`src/tmrm_ram.sv`:
```
// Simple dual-port synchronous memory with a registered read.
module tmrm_ram #(
    parameter int W     = 8,
    parameter int DEPTH = 16,
    parameter int AW    = 4
) (
    input  logic          i_clk,
    input  logic          i_we,
    input  logic [AW-1:0] i_waddr,
    input  logic [W-1:0]  i_wdata,
    input  logic [AW-1:0] i_raddr,
    output logic [W-1:0]  o_rdata
);

    logic [W-1:0] r_mem [DEPTH];
    logic [W-1:0] r_rdata;

    // One write and one read per cycle; a read of the address written returns old data.
    always_ff @(posedge i_clk) begin
        if (i_we) begin
            r_mem[i_waddr] <= i_wdata;
        end
        r_rdata <= r_mem[i_raddr];
    end

    assign o_rdata = r_rdata;

endmodule

```
`config.mk`:
```
export PLATFORM = sky130hd
export DESIGN_NAME = tmrm_ram
export DESIGN_NICKNAME = d
export VERILOG_FILES = /design/src/tmrm_ram.sv
export SDC_FILE = /design/constraint.sdc
export NUM_CORES = 1
export LEC_CHECK = 0
export ABC_AREA = 0
export BUFFER_PORTS_ARGS = -buffer_cell sky130_fd_sc_hd__buf_4
export CAP_MARGIN = 25
export CORE_MARGIN = 3
export CORE_UTILIZATION = 61
export DETAILED_ROUTE_END_ITERATION = 10
export PLACE_DENSITY_LB_ADDON = 0.3
export RECOVER_POWER = 50
export SYNTH_ARGS = -nofsm -noshare
export SYNTH_HDL_FRONTEND = slang
export SYNTH_SLANG_ARGS = --single-unit
```
`constraint.sdc`:
```
create_clock -name i_clk -period 3.3 [get_ports i_clk]
set_input_delay 0.66 -clock i_clk [delete_from_list [all_inputs] [get_ports i_clk]]
set_output_delay 0.66 -clock i_clk [all_outputs]
set_load 0.005 [all_outputs]
```
==> impl_metrics.yaml, run 1 <==
synthesis:
  synth_area_leaders: "edfxtp_1 75%, mux4_2 7.9%, mux4_1 7.1%"
  syn_nets: 247
  synthFlopType: "edfxtp_1"
  synth_warnings: 0
  yosysTopAreaCellShare_pct: 74.7
  synth.avg_cell_area_um2: 22.5
  ys_seq_area_share_pct: 77.8
  yosysTopAreaCell: "edfxtp_1"
  synth_common_cells: "128 x edfxtp_1, 18 x mux4_2, 16 x a22oi_1, 14 x mux4_1, 13 x nor2_1"
  yosysMostFrequentCell: "edfxtp_1"
  ys_types: 19
  synth_area_um2: 5150
  syn_inst: 229
  ys_ff_latch: 136
  async_flop_share_pct: 0
  synth_edf_count: 128
hold_path:
  whs_path_depth: 3
  min_from: "i_waddr[0]"
  whs_endpoint: "r_mem[0][0]"
  min_path_type: "input pin to flop"
sta:
  timing.hold.ws_ns: 0.667
  skew_ns: 0.0186
  worstMarginPinSlew_ns: 0.960
  grt_setup_unrepaired: "false"
  fin_crit_ns: 1.82
  relSlewSlack_pct: 35.7
  finalCritPeriodShare_pct: 55.1
  drv_slew: 0
  max_freq_ghz: 0.550
  tns_ns: 0
  hold_violations: 0
  setup_viol_count_final: 0
  worst_slack_ns: 1.48
critical_path:
  slowest_delay_ns: 0.65
  critPathCaptureType: "flop"
  crit_chain: "buf_4, or3b_2, nor2_1"
  cp.arrival_ns: 1.94
  critPathLaunch: "i_waddr[2]"
  slowest_stage: "nor2_1"
  cp_max_fo: 8
  worst-path-buf-inv: 1
  crit_path_start_kind: "input pin"
  cp_top_family: "simple AND/OR/NAND/NOR gates"
  r2r-start: "r_mem[1][0]"
  r2r_cells: 3
  r2r_end: "o_rdata[0]"
  critical_path_class: "input pin to flop"
  critPathRequiredTime_ns: 3.42
  rrSetupSlack_ns: 1.88
final_layout:
  antennaDiodeCount: 0
  postLayoutCellArea_um2: 5920
  finalNetCount: 286
  layout-area-overhead-vs-synth_pct: 15.0
  layout-drive-gt1-share_pct: 23.8
  final_util_pct: 74.3
  fin_cells: 383
global_routing:
  grt_first_pass_wirelength_um: 15100
  grt_use_total_pct: 22.1
  grt_pass1_vias: 2509
  grt_overflow: 0
  antenna_found_initial: 0
  grt_max_degree: 33
pwr:
  p_int_mw: 3.04
  clkPwrFrac_pct: 44.5
  seqPwrFrac_pct: 51.0
  p_comb_share_pct: 4.5
  switching_share_pct: 20.4
  leakagePower_nw: 1.96
  powerDensity_nw_per_um2: 646
  p_sw_mw: 0.780
  max-vdd-ir-drop_v: 0.000340
  finalPower_mw: 3.82
place:
  dp_cells: 351
  postPlaceCellArea_um2: 5410
  place.gp.congestion: 0.773
  dp_slack_ns: 0.955
  dp_hpwl_um: 5630
  io_buffers: 25
route:
  drc: 0
  drt_iter0_drc: 378
  dr.pass1.iters: 5
  num_vias: 2474
  wl_per_cell_um: 26.0
  routed_wl_um: 9970
  postRouteAntennaNets: 0
  via_per_inst: 6.46
clock_tree:
  holdBufCountCts: 0
  clk_latency_ns: 0.51
  numCtsBuffers: 17
  cts_tree: "built"
  cts.repair.resized: 0
  cts-root-buf: "clkbuf_8"
  postCtsSetupRepairBufs: 0
  clkSlewWorstSetupHoldPaths_ns: 0.06
  cts_sinks: 136
  cts_max_path_buffers: 2
  htreeDepth: 4
floorplan:
  dieArea_um2: 9580
  start_util_pct: 64.6
  fp-row-count: 32
  ios: 26
  die_h_um: 97.9
  fp.coreArea_um2: 7970
  die_w_um: 97.9
outcome:
  status: "finished clean"
run:
  cap_violations: 0
-- cell usage in the layout (no fill, tap or decap) --
cell,netlist,layout
mux4_2,18,18
clkinv_2,0,3
nand2b_1,2,2
nor3_1,4,4
mux4_1,14,14
nor2_1,13,13
clkbuf_8,0,3
dfxtp_1,8,8
clkbuf_1,0,12
nand3b_1,2,2
nand3_1,1,1
nor2b_1,1,1
inv_6,0,2
or3b_2,1,1
buf_4,1,19
a22oi_1,16,16
clkinvlp_4,0,4
edfxtp_1,128,128
clkbuf_16,0,16
clkinv_1,0,2
nand2_1,9,9
and2_1,1,1
and2b_1,1,1
bufinv_16,0,1
-- sequential cells by signal, summed over array words and instances, names as in the netlist --
signal and count:
o_rdata 8, r_mem 128
-- per-layer routing --
metal	up-vias	track usage [%]	routed length, um
met1	1276	31.2	4080
met2	131	34.4	4970
met5	-	0	0
met4	0	7.67	162
li1	1053	-	-
met3	14	5.57	752
-- how the worst max path moves through the flow --
stage | end | cells after the start
6_report | r_mem[3][5] | 3
5_1_grt | o_rdata[0] | 4
4_1_cts | r_mem[1][2] | 3
3_5_place_dp | o_rdata[0] | 4
3_3_place_gp | r_mem[1][7] | 3
2_1_floorplan | r_mem[0][0] | 2
-- cell families (layout without fill, tap and decap cells) --
family	Yosys count	in the layout	synth area share, %
AO/OA/AOI/OAI	16	16	2.33
buffers and inverters	10	62	1.68
flip-flops	136	136	77.8
multiplexers	32	32	15.0
AND/OR/NAND/NOR	35	35	3.18
-- cell type report --
type	instances	area [um2]
flip-flops and latches	136	4000
fillers	438	2050
multi-input cells	83	1060
clock buffers	20	445
repair buffers	30	184
well taps	102	128
clock inverters	12	100
-- tightest hold or removal path, cell delays in order --
cell,delay [ns]
buf_4,0.11
nor3_1,0.05
buf_4,0.17
-- power groups by stage --
| stage | Combinational, mW | Clock, mW | Sequential (mW) |
|---|---|---|---|
| after floorplan | 0.0980 | 0 | 1.98 |
| final | 0.172 | 1.70 | 1.95 |
| after global placement | 0.174 | 0 | 1.98 |
| after global routing | 0.187 | 1.81 | 1.95 |
| after CTS | 0.180 | 1.72 | 1.95 |
| after detailed placement | 0.178 | 0 | 1.98 |
No activity file was read; power rests on OpenSTA's default activity.
==> inputs of run 2 (changes only) <==
--- a/config.mk
+++ b/config.mk
@@ -9,7 +9,7 @@
 export BUFFER_PORTS_ARGS = -buffer_cell sky130_fd_sc_hd__buf_4
 export CAP_MARGIN = 25
 export CORE_MARGIN = 3
-export CORE_UTILIZATION = 61
+export CORE_UTILIZATION = 60
 export DETAILED_ROUTE_END_ITERATION = 10
 export PLACE_DENSITY_LB_ADDON = 0.3
 export RECOVER_POWER = 50
==> constraint.sdc (replaced) <==
create_clock -name i_clk -period 1.8 [get_ports i_clk]
set_input_delay 0.36 -clock i_clk [delete_from_list [all_inputs] [get_ports i_clk]]
set_output_delay 0.36 -clock i_clk [all_outputs]
set_load 0.005 [all_outputs]
==> run 2 against run 1 <==
  * Sequential share of layout area fell by 3.2 points
  * Worst hold slack got worse by 0.31 ns
  * Utilization rose by 0.96 points
  * Combinational power rose by 100%
  * Setup slack got worse by 1.1 ns
  * Final area rose by 5.0%
  * Via count rose by 1.9%
  * Die area rose by 1.6%
  * Clock power rose by 120%
  * Sequential cell count did not move
  * Non-clock buffer count rose by 20
  * Sequential power rose by 83%
  * Critical path type is now flop to flop
  * Largest power group is now the clock network
==> impl_metrics.yaml, run 2 (synthesis results as in run 1) <==
route:
  drt_iter0_drc: 316
  postRouteAntennaNets: 0
  wl_met3_um: 693
  dr.pass1.iters: 5
  drc: 0
  routed_wl_um: 10100
  num_vias: 2520
  highest_layer: "met4"
  via_per_inst: 6.22
  m1WireLength_um: 4250
  route.met2.wl_um: 5040
  wl_per_cell_um: 24.9
pwr:
  finalPower_mw: 7.61
  leakagePower_nw: 2.13
  powerDensity_nw_per_um2: 1220
  max-vdd-ir-drop_v: 0.000819
clock_tree:
  cts_max_path_buffers: 2
  numCtsBuffers: 17
  clkSlewWorstSetupHoldPaths_ns: 0.06
  htreeDepth: 4
  holdBufCountCts: 0
  cts_sinks: 136
  cts.repair.resized: 0
  cts_tree: "built"
  cts-root-buf: "clkbuf_8"
  clk_latency_ns: 0.51
  postCtsSetupRepairBufs: 0
critical_path:
  critPathCaptureType: "flop"
  crit_path_start_kind: "flop"
  critical_path_class: "flop to flop"
  rrSetupSlack_ns: 0.42
  cp_max_fo: 1
  cp.arrival_ns: 1.77
  critPathRequiredTime_ns: 2.19
  r2r-start: "r_mem[1][4]"
  r2r_cells: 3
  r2r_end: "o_rdata[4]"
floorplan:
  fp.coreArea_um2: 8260
  die_h_um: 98.6
  start_util_pct: 62.3
  fp-row-count: 33
  die_w_um: 98.6
  ios: 26
  dieArea_um2: 9730
sta:
  max_freq_ghz: 0.723
  worst_slack_ns: 0.416
  hold_violations: 0
  fin_crit_ns: 1.38
  timing.hold.ws_ns: 0.358
  finalCritPeriodShare_pct: 76.9
  skew_ns: 0.00631
  grt_setup_unrepaired: "false"
  relSlewSlack_pct: 56.7
  setup_viol_count_final: 0
  worstMarginPinSlew_ns: 0.650
  drv_slew: 0
  tns_ns: 0
hold_path:
  whs_endpoint: "r_mem[7][1]"
  min_from: "i_wdata[1]"
  min_path_type: "input pin to flop"
  whs_path_depth: 1
global_routing:
  grt_first_pass_wirelength_um: 15500
  grt_overflow: 0
  grt_max_degree: 19
  grt_pass1_vias: 2601
  grt_use_total_pct: 22.6
  antenna_found_initial: 0
final_layout:
  layout-drive-gt1-share_pct: 30.0
  nFillCells: 464
  layout_common_cells: "128 x edfxtp_1, 37 x buf_4, 18 x mux4_2"
  antennaDiodeCount: 0
  largest_reg_flops: 128
  finalNetCount: 306
  top_register: "r_mem"
  final_common_cell: "edfxtp_1"
  layout-area-overhead-vs-synth_pct: 20.7
place:
  dp_slack_ns: 0.00852
  place.gp.congestion: 0.814
  io_buffers: 25
outcome:
  status: "finished clean"
run:
  cap_violations: 0
## run 2: cell count changes in the layout (fill, tap and decap cells not counted), sizes merged
cell      before  now
clkinv         5    2
clkinvlp       4    3
clkbuf        31   30
bufinv         1    5
buf           19   40
inv            2    1
## run 2: worst max path at each step
| stage | from | slack [ns] | cells after the start | to |
|---|---|---|---|---|
| 2_1_floorplan | i_waddr[2] | 0.17 | 2 | r_mem[3][0] |
| 3_3_place_gp | i_raddr[0] | 0.07 | 5 | o_rdata[3] |
| 3_5_place_dp | i_raddr[0] | 0.009 | 5 | o_rdata[3] |
| 4_1_cts | r_mem[0][5] | 0.38 | 3 | o_rdata[5] |
| 5_1_grt | r_mem[0][5] | 0.33 | 3 | o_rdata[5] |
| 6_report | r_mem[1][4] | 0.42 | 3 | o_rdata[4] |
## run 2: metrics by stage
stage                     cell area [um2]  utilization, %  instances
after CTS                            6250            75.7        405
after floorplan                      5150               -        229
after global routing                 6210            75.2        405
after global placement               5610            67.9        374
final                                6210            75.2        405
after detailed placement             5610            67.9        374
## run 2: critical path: stages, from the launching register on
cell and delay, ns:
edfxtp_1 0.40, mux4_2 0.47, a22oi_1 0.27, nand2_1 0.12
## run 2: per-layer routing
layer,vias to the layer above,GRT usage [%]
met5,-,0
met4,0,6.83
met3,12,7.22
met2,122,35.1
met1,1299,31.6
li1,1087,-
## run 2: final cells by class
class | count | area, um2 | area share (%)
Sequential cell | 136 | 4000 | 64.4
Timing Repair Buffer | 50 | 375 | 6.04
Tap cell | 105 | 131 | 2.11
Clock inverter | 11 | 195 | 3.14
Clock buffer | 20 | 445 | 7.17
Multi-Input combinational cell | 83 | 1060 | 17.1
## run 2: power by group
part	switching (mW)	leakage, nW	internal, mW
combinational	0.186	0.601	0.164
sequential	0.0262	1.22	3.54
clock	1.23	0.304	2.46
total	1.44	2.13	6.16
==> inputs of run 3 (changes only) <==
--- a/config.mk
+++ b/config.mk
@@ -9,7 +9,7 @@
 export BUFFER_PORTS_ARGS = -buffer_cell sky130_fd_sc_hd__buf_4
 export CAP_MARGIN = 25
 export CORE_MARGIN = 3
-export CORE_UTILIZATION = 60
+export CORE_UTILIZATION = 54
 export DETAILED_ROUTE_END_ITERATION = 10
 export PLACE_DENSITY_LB_ADDON = 0.3
 export RECOVER_POWER = 50
==> constraint.sdc (replaced) <==
create_clock -name i_clk -period 1.2 [get_ports i_clk]
set_input_delay 0.24 -clock i_clk [delete_from_list [all_inputs] [get_ports i_clk]]
set_output_delay 0.24 -clock i_clk [all_outputs]
set_load 0.005 [all_outputs]
==> run 3 against run 2 <==
  * The flow now finishes with violations (negative setup slack)
  * Non-clock buffer count is 9 higher
  * Combinational power is 81% higher
  * Critical path depth stayed put
  * Power is 47% higher
  * Sequential cell count stayed put
  * Global-route usage is 1.8 points lower
  * Sequential share of layout area is 2.7 points lower
  * Worst hold slack worse by 0.10 ns
  * Count of clock-buffer cells in the layout is 2 lower
  * Die area is 10% higher
==> impl_metrics.yaml, run 3 (synthesis results as in run 1) <==
critical_path:
  critPathLaunch: "r_mem[0][1]"
  cp.arrival_ns: 1.66
  worst-path-buf-inv: 0
  slowest_delay_ns: 0.46
  crit_path_start_kind: "flop"
  r2r_end: "o_rdata[1]"
  r2r-start: "r_mem[0][1]"
  r2r_cells: 3
  critPathCaptureType: "flop"
  critPathRequiredTime_ns: 1.58
  crit_chain: "mux4_2, a22oi_1, nand2_1"
  rrSetupSlack_ns: -0.08
  cp_max_fo: 1
  critical_path_class: "flop to flop"
  slowest_stage: "mux4_2"
  cp_top_family: "multiplexers"
sta:
  max_freq_ghz: 0.781
  finalCritPeriodShare_pct: 107
  tns_ns: -0.418
  setup_viol_count_final: 8
  fin_crit_ns: 1.28
  worstMarginPinSlew_ns: 0.892
  hold_violations: 0
  drv_slew: 0
  relSlewSlack_pct: 40.3
  worst_slack_ns: -0.0806
  grt_setup_unrepaired: "true"
  skew_ns: 0.0140
floorplan:
  fp-row-count: 34
  die_w_um: 104
  start_util_pct: 57.3
  die_h_um: 104
  ios: 26
  dieArea_um2: 10700
  fp.coreArea_um2: 8980
hold_path:
  whs_endpoint: "o_rdata[5]"
  min_path_type: "input pin to flop"
  min_from: "i_raddr[1]"
  whs_path_depth: 4
route:
  dr.pass1.iters: 5
  num_vias: 2527
  drt_iter0_drc: 215
  postRouteAntennaNets: 0
  wl_per_cell_um: 23.3
  drc: 0
  routed_wl_um: 10200
  via_per_inst: 5.80
pwr:
  powerDensity_nw_per_um2: 1720
  finalPower_mw: 11.2
  switching_share_pct: 19.6
  max-vdd-ir-drop_v: 0.000986
  p_int_mw: 8.99
  p_comb_share_pct: 5.7
  clkPwrFrac_pct: 46.4
  leakagePower_nw: 2.15
  p_sw_mw: 2.19
  seqPwrFrac_pct: 48.0
final_layout:
  layout_common_cells: "128 x edfxtp_1, 31 x mux4_2, 30 x buf_4"
  antennaDiodeCount: 0
  layout-area-overhead-vs-synth_pct: 26.3
  layout-drive-gt1-share_pct: 44.8
  largest_reg_flops: 128
  final_common_cell: "edfxtp_1"
  final_util_pct: 72.5
  finalNetCount: 315
  postLayoutCellArea_um2: 6500
  nFillCells: 521
  top_register: "r_mem"
clock_tree:
  cts_tree: "built"
  cts_sinks: 136
  holdBufCountCts: 0
  htreeDepth: 4
  cts_max_path_buffers: 2
  clk_latency_ns: 0.51
  numCtsBuffers: 17
  clkSlewWorstSetupHoldPaths_ns: 0.06
  cts-root-buf: "clkbuf_8"
  postCtsSetupRepairBufs: 0
place:
  postPlaceCellArea_um2: 5850
  dp_hpwl_um: 6390
  io_buffers: 25
  dp_slack_ns: -0.436
  place.gp.congestion: 0.705
global_routing:
  grt_pass1_vias: 2736
  grt_max_degree: 17
  antenna_found_initial: 0
  grt_use_total_pct: 20.9
  grt_first_pass_wirelength_um: 16100
  grt_overflow: 0
outcome:
  status: "finished with violations"
  violations: "negative setup slack"
run:
  cap_violations: 0
## run 3: changes by cell type in the layout (fill, tap and decap cells not counted), moves of 5 or more
cell | before | now
mux4_1 | 14 | 1
mux4_2 | 18 | 31
buf_12 | 3 | 14
a22oi_1 | 16 | 7
a22oi_2 | 0 | 9
nor2_1 | 13 | 5
buf_4 | 37 | 30
buf_6 | 0 | 7
dfxtp_1 | 8 | 1
dfxtp_2 | 0 | 6
nor2_2 | 0 | 5
## run 3: worst max-delay path by stage
stage                  endpoint  slack [ns]  cells past startpoint
global placement     o_rdata[0]       -0.39                      5
finish               o_rdata[1]       -0.08                      3
floorplan           r_mem[0][0]       -0.17                      2
detailed placement   o_rdata[0]       -0.44                      5
CTS                  o_rdata[7]       -0.08                      3
global route         o_rdata[0]       -0.10                      3
## run 3: power by group through the flow
stage / Clock [mW] / Sequential (mW) / Combinational (mW)
3_3_place_gp: 0 / 5.44 / 0.597
6_report: 5.18 / 5.36 / 0.632
4_1_cts: 5.23 / 5.36 / 0.643
5_1_grt: 5.45 / 5.37 / 0.685
3_5_place_dp: 0 / 5.45 / 0.613
2_1_floorplan: 0 / 5.44 / 0.306
## run 3: area by class of cell
cell class	count	area [um2]	area share [%]
clock buffers	18	418	6.43
clock inverters	14	181	2.79
multi-input cells	83	1120	17.2
flip-flops and latches	136	4020	61.7
well taps	126	158	2.42
repair buffers	59	614	9.45
## run 3: per-layer routing
| layer | wire length [um] | share of wire (%) | track usage [%] | up-vias |
|---|---|---|---|---|
| li1 | - | - | - | 1096 |
| met1 | 3980 | 39 | 28.4 | 1292 |
| met2 | 5080 | 50 | 32.5 | 128 |
| met3 | 950 | 9.3 | 6.84 | 11 |
| met4 | 167 | 1.6 | 6.65 | 0 |
| met5 | 0 | 0 | 0 | - |
## run 3: through the flow
| stage | hold slack, ns | std cells |
|---|---|---|
| finish | 0.255 | 436 |
| CTS | 0.0189 | 436 |
| floorplan | 0.339 | 229 |
| detailed placement | 0.558 | 404 |
| global route | 0.273 | 436 |
| global placement | 0.544 | 404 |
## run 3: what timing repair did
action | CTS | global route
setup endpoints to repair | 12 | 16
resized for setup | 15 | 9
pin swaps | 3 | 2
cloned | 0 | 0
## run 3: worst min-delay path, delay by kind of cell
family / cells / cell delay [ns]
multiplexers: 1 / 0.22
buffers and inverters: 1 / 0.16
AO/OA/AOI/OAI: 1 / 0.06
AND/OR/NAND/NOR: 1 / 0.05
